$ cat src/sv/asd_pkg.sv
// Shared types and constants for the analog axis scaler with dead zone.
package asd_pkg;

	localparam int SAMPLE_BITS_DEF = 12;
	localparam int VALUE_BITS_DEF = 16;
	localparam int CFG_INDEX_BITS = 3;

	typedef enum logic [CFG_INDEX_BITS-1:0] {
		REG_IN_LOW    = 3'd0,
		REG_IN_HIGH   = 3'd1,
		REG_OUT_LOW   = 3'd2,
		REG_OUT_HIGH  = 3'd3,
		REG_DEAD_ZONE = 3'd4
	} cfg_reg_t;

	typedef struct packed {
		logic valid;
		logic dir_neg;
		logic dir_zero;
	} asd_ctl_t;

endpackage

$ cat src/sv/asd_front.sv
// Front stages: clamp the sample, take its offset and multiply by the output span.
module asd_front import asd_pkg::*; #(
	parameter int SAMPLE_BITS = SAMPLE_BITS_DEF,
	parameter int VALUE_BITS = VALUE_BITS_DEF
) (
	input  logic                              clk,
	input  logic                              arst_n,
	input  logic                              in_valid,
	input  logic [SAMPLE_BITS-1:0]            raw_sample,
	input  logic                              reverse_switch,
	input  logic                              forward_switch,
	input  logic [SAMPLE_BITS-1:0]            in_low,
	input  logic [SAMPLE_BITS-1:0]            in_high,
	input  logic                              span_ok,
	input  logic [VALUE_BITS-1:0]             diff_mag,
	output asd_ctl_t                          ctl_out,
	output logic [SAMPLE_BITS+VALUE_BITS-1:0] prod_out
);

	localparam int N = SAMPLE_BITS + VALUE_BITS;

	logic [SAMPLE_BITS-1:0] clamped;
	logic [SAMPLE_BITS-1:0] offset;
	asd_ctl_t ctl_s1;
	asd_ctl_t ctl_s2;
	logic [SAMPLE_BITS-1:0] off_s1;
	logic [N-1:0] prod_s2;

	always_comb begin
		if (raw_sample < in_low) begin
			clamped = in_low;
		end else if (raw_sample > in_high) begin
			clamped = in_high;
		end else begin
			clamped = raw_sample;
		end
		offset = span_ok ? (clamped - in_low) : '0;
	end

	always_ff @(posedge clk or negedge arst_n) begin
		if (!arst_n) begin
			ctl_s1 <= '0;
			ctl_s2 <= '0;
		end else begin
			ctl_s1.valid <= in_valid;
			ctl_s1.dir_neg <= ~reverse_switch;
			ctl_s1.dir_zero <= reverse_switch & forward_switch;
			ctl_s2 <= ctl_s1;
		end
	end

	always_ff @(posedge clk) begin
		off_s1 <= offset;
		prod_s2 <= N'(off_s1) * N'(diff_mag);
	end

	assign ctl_out = ctl_s2;
	assign prod_out = prod_s2;

endmodule

$ cat src/sv/asd_div.sv
// Pipelined restoring divider, one quotient bit per stage.
module asd_div import asd_pkg::*; #(
	parameter int SAMPLE_BITS = SAMPLE_BITS_DEF,
	parameter int VALUE_BITS = VALUE_BITS_DEF
) (
	input  logic                              clk,
	input  logic                              arst_n,
	input  asd_ctl_t                          ctl_in,
	input  logic [SAMPLE_BITS+VALUE_BITS-1:0] num_in,
	input  logic [SAMPLE_BITS-1:0]            divisor,
	output asd_ctl_t                          ctl_out,
	output logic [VALUE_BITS:0]               quo_out
);

	localparam int N = SAMPLE_BITS + VALUE_BITS;
	localparam int Q = VALUE_BITS + 1;

	// The quotient never exceeds the output span, so the top bits of the
	// numerator start out below the divisor.
	asd_ctl_t ctl_s [Q];
	logic [SAMPLE_BITS-1:0] rem_s [Q];
	logic [Q-1:0] low_s [Q];
	logic [Q-1:0] quo_s [Q];

	for (genvar k = 0; k < Q; k++) begin : g_stage
		asd_ctl_t ctl_prev;
		logic [SAMPLE_BITS-1:0] rem_prev;
		logic [Q-1:0] low_prev;
		logic [Q-1:0] quo_prev;
		logic [SAMPLE_BITS:0] trial;
		logic [SAMPLE_BITS:0] diff;
		logic ge;

		if (k == 0) begin : g_first
			assign ctl_prev = ctl_in;
			assign rem_prev = {1'b0, num_in[N-1:Q]};
			assign low_prev = num_in[Q-1:0];
			assign quo_prev = '0;
		end else begin : g_next
			assign ctl_prev = ctl_s[k-1];
			assign rem_prev = rem_s[k-1];
			assign low_prev = low_s[k-1];
			assign quo_prev = quo_s[k-1];
		end

		assign trial = {rem_prev, low_prev[Q-1]};
		assign diff = trial - {1'b0, divisor};
		assign ge = trial >= {1'b0, divisor};

		always_ff @(posedge clk or negedge arst_n) begin
			if (!arst_n) begin
				ctl_s[k] <= '0;
			end else begin
				ctl_s[k] <= ctl_prev;
			end
		end

		always_ff @(posedge clk) begin
			rem_s[k] <= ge ? diff[SAMPLE_BITS-1:0] : trial[SAMPLE_BITS-1:0];
			low_s[k] <= {low_prev[Q-2:0], 1'b0};
			quo_s[k] <= {quo_prev[Q-2:0], ge};
		end
	end

	assign ctl_out = ctl_s[Q-1];
	assign quo_out = quo_s[Q-1];

endmodule

$ cat src/sv/asd_back.sv
// Back stages: add the output floor, apply direction and the dead zone.
module asd_back import asd_pkg::*; #(
	parameter int VALUE_BITS = VALUE_BITS_DEF
) (
	input  logic                         clk,
	input  logic                         arst_n,
	input  asd_ctl_t                     ctl_in,
	input  logic [VALUE_BITS:0]          quo_in,
	input  logic                         diff_neg,
	input  logic signed [VALUE_BITS-1:0] out_low,
	input  logic [VALUE_BITS-2:0]        dead_zone,
	output logic                         done,
	output logic signed [VALUE_BITS-1:0] axis_value
);

	localparam logic [VALUE_BITS-1:0] VMIN = {1'b1, {(VALUE_BITS-1){1'b0}}};
	localparam logic [VALUE_BITS-1:0] VMAX = {1'b0, {(VALUE_BITS-1){1'b1}}};

	logic signed [VALUE_BITS+1:0] quo_ext;
	logic signed [VALUE_BITS+1:0] sum;
	logic [VALUE_BITS-1:0] dir_val;
	logic [VALUE_BITS-1:0] mag;
	asd_ctl_t ctl_s1;
	logic [VALUE_BITS-1:0] val_s1;
	logic done_s2;
	logic [VALUE_BITS-1:0] axis_s2;

	always_comb begin
		quo_ext = signed'({1'b0, quo_in});
		sum = {{2{out_low[VALUE_BITS-1]}}, out_low} + (diff_neg ? -quo_ext : quo_ext);
	end

	always_comb begin
		if (ctl_s1.dir_neg) begin
			dir_val = (val_s1 == VMIN) ? VMAX : -val_s1;
		end else if (ctl_s1.dir_zero) begin
			dir_val = '0;
		end else begin
			dir_val = val_s1;
		end
		mag = dir_val[VALUE_BITS-1] ? -dir_val : dir_val;
	end

	always_ff @(posedge clk or negedge arst_n) begin
		if (!arst_n) begin
			ctl_s1 <= '0;
			done_s2 <= 1'b0;
		end else begin
			ctl_s1 <= ctl_in;
			done_s2 <= ctl_s1.valid;
		end
	end

	always_ff @(posedge clk) begin
		val_s1 <= sum[VALUE_BITS-1:0];
		axis_s2 <= (mag < {1'b0, dead_zone}) ? '0 : dir_val;
	end

	assign done = done_s2;
	assign axis_value = signed'(axis_s2);

endmodule

$ cat src/sv/analog_axis_scale_deadband_core.sv
// Top level of the analog axis scaler: configuration registers and pipeline.
//
// A sample beat is taken at each rising edge where start is high; busy is
// always low, so a new sample may be offered in every cycle. The sample is
// clamped to the input range, mapped linearly onto the output range with a
// quotient truncated toward zero, turned by the direction switches and
// zeroed when its magnitude lies below the dead zone.
// Each result appears on axis_value for one cycle with done high, once its
// sample has passed the front stages, the divider stages and the back stages.
// The divider takes one quotient bit per stage; throughput is one beat per
// cycle. Results leave in the order of their samples and the receiver takes
// each one in the cycle it is shown. Registers are written through cfg_we,
// cfg_index and cfg_data; the user must write them only while no sample is
// in flight, as the block itself does not enforce this. Reset clears the
// pipeline control flags and loads the register defaults: full input range
// mapped onto zero to the largest positive value, with no dead zone.
module analog_axis_scale_deadband_core import asd_pkg::*; #(
	parameter int SAMPLE_BITS = SAMPLE_BITS_DEF,
	parameter int VALUE_BITS = VALUE_BITS_DEF
) (
	input  logic                         clk,
	input  logic                         arst_n,
	input  logic                         start,
	output logic                         busy,
	input  logic [SAMPLE_BITS-1:0]       raw_sample,
	input  logic                         reverse_switch,
	input  logic                         forward_switch,
	input  logic                         cfg_we,
	input  logic [CFG_INDEX_BITS-1:0]    cfg_index,
	input  logic [((SAMPLE_BITS > VALUE_BITS) ? SAMPLE_BITS : VALUE_BITS)-1:0] cfg_data,
	output logic                         done,
	output logic signed [VALUE_BITS-1:0] axis_value
);

	localparam int N = SAMPLE_BITS + VALUE_BITS;

	logic [SAMPLE_BITS-1:0] in_low_q;
	logic [SAMPLE_BITS-1:0] in_high_q;
	logic [VALUE_BITS-1:0] out_low_q;
	logic [VALUE_BITS-1:0] out_high_q;
	logic [VALUE_BITS-2:0] dead_zone_q;

	logic span_ok;
	logic [SAMPLE_BITS-1:0] divisor;
	logic signed [VALUE_BITS:0] out_diff;
	logic diff_neg;
	logic [VALUE_BITS-1:0] diff_mag;

	asd_ctl_t front_ctl;
	logic [N-1:0] front_prod;
	asd_ctl_t div_ctl;
	logic [VALUE_BITS:0] div_quo;

	always_ff @(posedge clk or negedge arst_n) begin
		if (!arst_n) begin
			in_low_q <= '0;
			in_high_q <= '1;
			out_low_q <= '0;
			out_high_q <= {1'b0, {(VALUE_BITS-1){1'b1}}};
			dead_zone_q <= '0;
		end else if (cfg_we) begin
			case (cfg_reg_t'(cfg_index))
				REG_IN_LOW: begin
					in_low_q <= cfg_data[SAMPLE_BITS-1:0];
				end
				REG_IN_HIGH: begin
					in_high_q <= cfg_data[SAMPLE_BITS-1:0];
				end
				REG_OUT_LOW: begin
					out_low_q <= cfg_data[VALUE_BITS-1:0];
				end
				REG_OUT_HIGH: begin
					out_high_q <= cfg_data[VALUE_BITS-1:0];
				end
				REG_DEAD_ZONE: begin
					dead_zone_q <= cfg_data[VALUE_BITS-2:0];
				end
				default: begin
				end
			endcase
		end
	end

	always_comb begin
		span_ok = in_high_q > in_low_q;
		divisor = span_ok ? (in_high_q - in_low_q) : SAMPLE_BITS'(1);
		out_diff = signed'({out_high_q[VALUE_BITS-1], out_high_q})
			- signed'({out_low_q[VALUE_BITS-1], out_low_q});
		diff_neg = out_diff[VALUE_BITS];
		diff_mag = diff_neg ? VALUE_BITS'(-out_diff) : out_diff[VALUE_BITS-1:0];
	end

	assign busy = 1'b0;

	asd_front #(
		.SAMPLE_BITS(SAMPLE_BITS),
		.VALUE_BITS(VALUE_BITS)
	) u_front (
		.clk(clk),
		.arst_n(arst_n),
		.in_valid(start),
		.raw_sample(raw_sample),
		.reverse_switch(reverse_switch),
		.forward_switch(forward_switch),
		.in_low(in_low_q),
		.in_high(in_high_q),
		.span_ok(span_ok),
		.diff_mag(diff_mag),
		.ctl_out(front_ctl),
		.prod_out(front_prod)
	);

	asd_div #(
		.SAMPLE_BITS(SAMPLE_BITS),
		.VALUE_BITS(VALUE_BITS)
	) u_div (
		.clk(clk),
		.arst_n(arst_n),
		.ctl_in(front_ctl),
		.num_in(front_prod),
		.divisor(divisor),
		.ctl_out(div_ctl),
		.quo_out(div_quo)
	);

	asd_back #(
		.VALUE_BITS(VALUE_BITS)
	) u_back (
		.clk(clk),
		.arst_n(arst_n),
		.ctl_in(div_ctl),
		.quo_in(div_quo),
		.diff_neg(diff_neg),
		.out_low(signed'(out_low_q)),
		.dead_zone(dead_zone_q),
		.done(done),
		.axis_value(axis_value)
	);

endmodule
$ cat config.mk
export PLATFORM = sky130hd
export DESIGN_NAME = analog_axis_scale_deadband_core
export DESIGN_NICKNAME = d
export VERILOG_FILES = /design/src/sv/asd_pkg.sv /design/src/sv/asd_front.sv /design/src/sv/asd_div.sv /design/src/sv/asd_back.sv /design/src/sv/analog_axis_scale_deadband_core.sv
export SDC_FILE = /design/constraint.sdc
export NUM_CORES = 2
export LEC_CHECK = 0
export ABC_AREA = 1
export BUFFER_PORTS_ARGS = -buffer_cell sky130_fd_sc_hd__buf_2
export CAP_MARGIN = 20
export CORE_UTILIZATION = 50
export CTS_CLUSTER_DIAMETER = 50
export DETAILED_ROUTE_END_ITERATION = 8
export MAX_ROUTING_LAYER = met4
export PLACE_DENSITY = 0.66
export SYNTH_ARGS = -nofsm -noshare
export SYNTH_HDL_FRONTEND = slang
export SYNTH_SLANG_ARGS = --single-unit
$ cat constraint.sdc
create_clock -name clk -period 10.1 [get_ports clk]
set_input_delay 1.01 -clock clk [delete_from_list [all_inputs] [get_ports clk]]
set_output_delay 1.01 -clock clk [all_outputs]
set_load 0.01 [all_outputs]
* Word level (Yosys, flattened, before mapping)
Memory sizes are Yosys's and may differ from the RTL's.
Cells that the tools add are included.
** Cells by class
- Magnitude comparators :: 21
- Reductions and logical operators :: 6
- Add/subtract/negate cells :: 25
- Bitwise gates (word level) :: 2
- Equal/unequal tests :: 5
- Mux-type cells :: 26
- Multiply operators :: 1
** Operator list (number)
- 12-bit two-way mux :: 20
- 12-bit subtractor :: 19
- 13-bit by 12-bit >= comparator with 1-bit output :: 16
- 16-bit two-way mux :: 6
- 16-bit negation :: 4
- 12-bit by 16-bit multiplier with 28-bit output :: 1
- 12-bit > comparator :: 2
- 16-bit by 16-bit subtractor with 17-bit output :: 1
- 16-bit adder :: 1
- 16-bit == test, second input constant :: 1
- 16-bit by 15-bit < comparator with 1-bit output :: 1
- 12-bit >= comparator :: 1
- 12-bit < comparator :: 1
- 2-bit AND reduction :: 5
- 3-bit by 2-bit == test with 1-bit output, second input constant :: 2
- 3-bit by 1-bit == test with 1-bit output, second input constant :: 1
- 3-bit == test, second input constant :: 1
- 3-bit zero test :: 1
- 1-bit bitwise AND :: 1
- 1-bit inverter :: 1
** Word-level totals
- Bits in writable memories :: 765
- Word-level logic and storage cells :: 159
- Register bits :: 204
- Memories :: 3
- Bits of input ports :: 37
- Output and inout bits :: 18
** Memory list
- u_div.quo_s :: depth 17, width 17, read ports 17, clocked after Yosys merged registers in 0, wr ports 17, line asd_div.sv:23 : logic [Q-1:0] quo_s [Q];
- u_div.low_s :: depth 17, width 16, read ports 16, clocked after Yosys merged registers in 0, wr ports 17, line asd_div.sv:22 : logic [Q-1:0] low_s [Q];
- u_div.rem_s :: depth 17, width 12, read ports 16, clocked after Yosys merged registers in 0, wr ports 17, line asd_div.sv:21 : logic [SAMPLE_BITS-1:0] rem_s [Q];

* Logic depth before layout (Yosys ltp)
- Depth after elaboration :: 6
- Depth in mapped cells :: 37
- Depth with buffers taken out :: 37

* Modules after synthesis
Synthesis repeated with hierarchy kept, for this count alone.
** Unflattened totals
- Cell total of the unflattened synthesis :: 5676
- Area, all modules :: 43244.0 µm²
** By module, submodules not included
- asd_div :: times used 1, cells each 3396, sequential area each 10905.5 µm², area each 26160.1 µm²
- asd_front :: times used 1, cells each 1154, sequential area each 950.9 µm², area each 8754.6 µm²
- analog_axis_scale_deadband_core :: times used 1, cells each 651, sequential area each 1810.5 µm², area each 4837.1 µm²
- asd_back :: times used 1, cells each 475, sequential area each 740.7 µm², area each 3492.1 µm²

* Worst setup path before layout
No wires, ideal clock.
- Kind :: register to register
- Start :: register out_high_q[0]
- End :: register u_front.prod_s2[24] (netlist: u_front.prod_out[24])
- Buffers on the path :: 0
- Slack :: 3.494 ns
- Stages on the path, launching flop included :: 32
- Data required time :: 9.975 ns
- Arrival :: 6.481 ns
- Period minus slack after synthesis :: 6.606 ns
- Library setup time :: 0.125 ns
- Cells stage by stage :: dfstp_2 inv_1 ha_1 fa_1 inv_1 nand3_1 nand3_1 xnor2_1 nand3_1 nor2_1 nand2_1 nor2_2 nand4_1 nand2_1 nand2_2 nand2_2 nand2_1 fa_1 fa_1 inv_1 fa_1 fa_1 inv_1 fa_1 inv_1 ha_1 nand2_1 nor4_1 nand3_1 o211ai_1 a31oi_1 xor2_1
** Between the ends
- Cells in the longest elaborated chain, start to end :: 4
** Ends and longest elaborated chain
- start, declared :: line analog_axis_scale_deadband_core.sv:40 : logic [VALUE_BITS-1:0] out_high_q;
- start signal, assigned :: line analog_axis_scale_deadband_core.sv:59 : out_high_q <= {1'b0, {(VALUE_BITS-1){1'b1}}};
- start signal, assigned :: line analog_axis_scale_deadband_core.sv:73 : out_high_q <= cfg_data[VALUE_BITS-1:0];
- 16-bit by 16-bit subtractor with 17-bit output * :: line analog_axis_scale_deadband_core.sv:88 : - signed'({out_low_q[VALUE_BITS-1], out_low_q});
- 16-bit negation :: line analog_axis_scale_deadband_core.sv:90 : diff_mag = diff_neg ? VALUE_BITS'(-out_diff) : out_diff[VALUE_BITS-1:0];
- 16-bit two-way mux * :: line analog_axis_scale_deadband_core.sv:90
- 12-bit by 16-bit multiplier with 28-bit output * :: line asd_front.sv:54 : prod_s2 <= N'(off_s1) * N'(diff_mag);
- end signal, assigned :: line asd_front.sv:54
- end, declared :: line asd_front.sv:27 : logic [N-1:0] prod_s2;
Every way passes the cells marked *; elsewhere a longest branch is shown, timed or not.
A chain may end at the register's enable or synchronous reset.

* Final worst setup path
Ends and elaborated chain as after synthesis.

==> impl_metrics.ini <==
[critical_path]
path_max_fanout = 33
rr_startpoint = out_high_q[0]
max_stage_delay_ns = 0.55
crit_path_end_kind = flip-flop
worstSetupStartpoint = out_high_q[0]
r2r-end = u_front.prod_out[24]
r2r_slack_ns = 2.32
cpMostUsedCell = fa_1
arrival_ns = 8.28
r2r_cells = 30
cp_slowest_cell = fa_1
required_ns = 10.60
critPathKind = reg2reg
start_kind = flip-flop

[clocking]
cts_sinks = 668
cts_root_buf = clkbuf_16
insertion_delay_ns = 0.64
cts_resized = 0
cts_made_buffers = 80
cts_tree = built
path_clk_slew_ns = 0.06
post_cts_buffers = 0
postCtsHoldBufs = 0
clockBufferDepth = 3
cts_max_level = 3

[route]
drtIter0Drc = 1697
dr.pass1.iters = 8
wl_met3_um = 4190
final_antenna_net_count = 0
drt-total-wl_um = 82500
wire_per_inst_um = 15.3
vias = 27900
vias_per_cell = 5.18
top_layer = met4
drc_errors = 0
met2_length_um = 36000
m1WireLength_um = 40400

[layout]
fillers = 6515
nets = 4928
ff_latch_area_mm2 = 0.0141
final_cell_area_mm2 = 0.0409
synthToLayoutAreaGrowth_pct = 11.5
multi_input_area_mm2 = 0.0203
final_cell_count_no_fill = 5385
drive_above_1_share_pct = 7.58

[hold_path]
hold_path_depth = 0
worstHoldStart = u_div.low_s[0][140]
hold_class = reg2reg
min_to = u_div.low_s[0][157]

[logic_synthesis]
synthTopCellsByArea = dfxtp_1 (29%), ha_1 (12%), fa_1 (8.7%), dfrtp_1 (7.2%), nand2_1 (7.0%)
synthArstFlopShare_pct = 19.8
synth_nets = 4845
yosysTopAreaCell = dfxtp_1
synth_edf_count = 0
synth_area_mm2 = 0.0367
synth-main-ff-cell = dfxtp_1
yosysUniqueCellTypes = 61
synth_cells = 4283
synth.most_common_cell = nand2_1
netlist.area_leader.share_pct = 29.2
ys_warn_count = 0
seq_area_frac_synth_pct = 38.3
yosys_register_bits = 668
synth_commonest_cells = nand2_1 (686), dfxtp_1 (536), inv_1 (519)
syn_avg_cell_area_um2 = 8.57

[floorplan]
io_pins = 55
start_util_pct = 50.9
core_mm2 = 0.0721
dieWidth_um = 273
chipHeight_um = 273
core.rowCount = 98
die_area_mm2 = 0.0745

[placed_design]
dp_hpwl_um = 62400
place_area_mm2 = 0.0380
place_congestion = 0.912
port-buffer-count = 53
post-place-cells = 5231

[grt]
grt-ovfl-total = 0
grt_antenna_before_repair = 1
grt_pass1_wl_um = 137000
grt_max_degree = 76
grt_use_total_pct = 23.5
grt_pass1_vias = 27100

[sta]
worst_pin_slew_ns = 1.04
grt_setup_unrepaired = no
hold_violations = 0
fin_skew_ns = 0.0316
max_slew_margin_pct = 30.2
fin_crit_sh_pct = 77.1
fin_tns_setup_ns = 0
setup_violations = 0
finalCriticalPeriod_ns = 7.78
fmax_mhz = 128
slew_violations = 0

[outcome]
status = finished clean

[run]
cap_viol_max_count = 0
==> through the flow <==
stage / utilization [%] / hold WS [ns] / worst slack, ns
CTS: 56.7 / 0.303 / 2.33
floorplan: - / 0.310 / 3.49
finish: 56.8 / 0.305 / 2.32
detailed placement: 52.7 / 0.312 / 2.36
global route: 56.7 / 0.315 / 1.72
global placement: 52.7 / 0.310 / 2.48
==> cell usage in the layout, fill, tap and decap left out, types with 14 or more instances in the layout <==
cell       instances
dfrtp_1          105
o211ai_1          14
inv_1            519
nor3_1            49
a21o_1            26
clkbuf_16         82
buf_2             52
a31oi_1           26
buf_4             16
xor2_1           134
a211oi_1          16
nand3_1          136
inv_6             15
o21ai_0          217
fa_1             160
dfxtp_1          536
ha_1             365
a21oi_1          393
nor2_1           474
nand2_1          686
nand2_2           22
dfstp_2           27
o21ai_1           17
xnor2_1          101
nand4_1           47
==> area by class of cell <==
| cell class | instances | area share (%) |
|---|---|---|
| multi-input cells | 3007 | 49.7 |
| flip-flops and latches | 668 | 34.4 |
| clock buffers | 90 | 5.24 |
| inverters | 537 | 4.93 |
| well taps | 950 | 2.91 |
| clock inverters | 59 | 1.79 |
| repair buffers | 72 | 1.06 |
| diodes | 2 | 0.0122 |
==> worst max-delay path by stage <==
stage / endpoint / slack [ns]
6_report: u_front.prod_out[24] / 2.32
5_1_grt: u_front.prod_out[24] / 1.72
4_1_cts: u_front.prod_out[24] / 2.33
3_5_place_dp: u_front.prod_out[24] / 2.36
3_3_place_gp: u_front.prod_out[24] / 2.48
2_1_floorplan: u_front.prod_out[24] / 3.49
==> metal layers <==
metal	GRT usage, %	up-vias
met5	-	-
met4	7.11	0
met3	3.51	127
met2	35.6	567
met1	32.4	13000
li1	-	14200
==> worst max-delay path: cells and delay by family (launching register included) <==
kind	cells	cell delay [ns]
flops	1	0.52
buf+inv	6	0.79
compound gates	4	0.71
fa+ha+maj	8	3.52
simple gates	11	1.95
xor+xnor	1	0.16
==> registers in the layout, summed over array words and instances, names as in the netlist <==
signal             cells
u_div.rem_s          192
u_div.low_s          136
u_div.quo_s          136
u_div.ctl_s           48
u_front.prod_out      28
out_high_q            16
out_low_q             16
u_back.axis_value     16
u_back.val_s1         16
dead_zone_q           15
in_high_q             12
in_low_q              12
u_front.off_s1        12
u_back.ctl_s1          3
u_div.ctl_out          3
u_front.ctl_out        3
u_front.ctl_s1         3
u_back.done            1
==> cell families after synthesis <==
logic type	after synthesis	share of synthesized area, %
fa+ha+maj	525	21.2
mux	1	0.0273
xor+xnor	237	5.70
simple gates	1461	16.6
flops	668	38.3
buf+inv	608	6.40
compound gates	782	11.8
other cells	1	0.0102
Power is left out: the tool's default activity adds up to more than one toggle a clock period on the data nets, which glitch-free logic cannot reach.
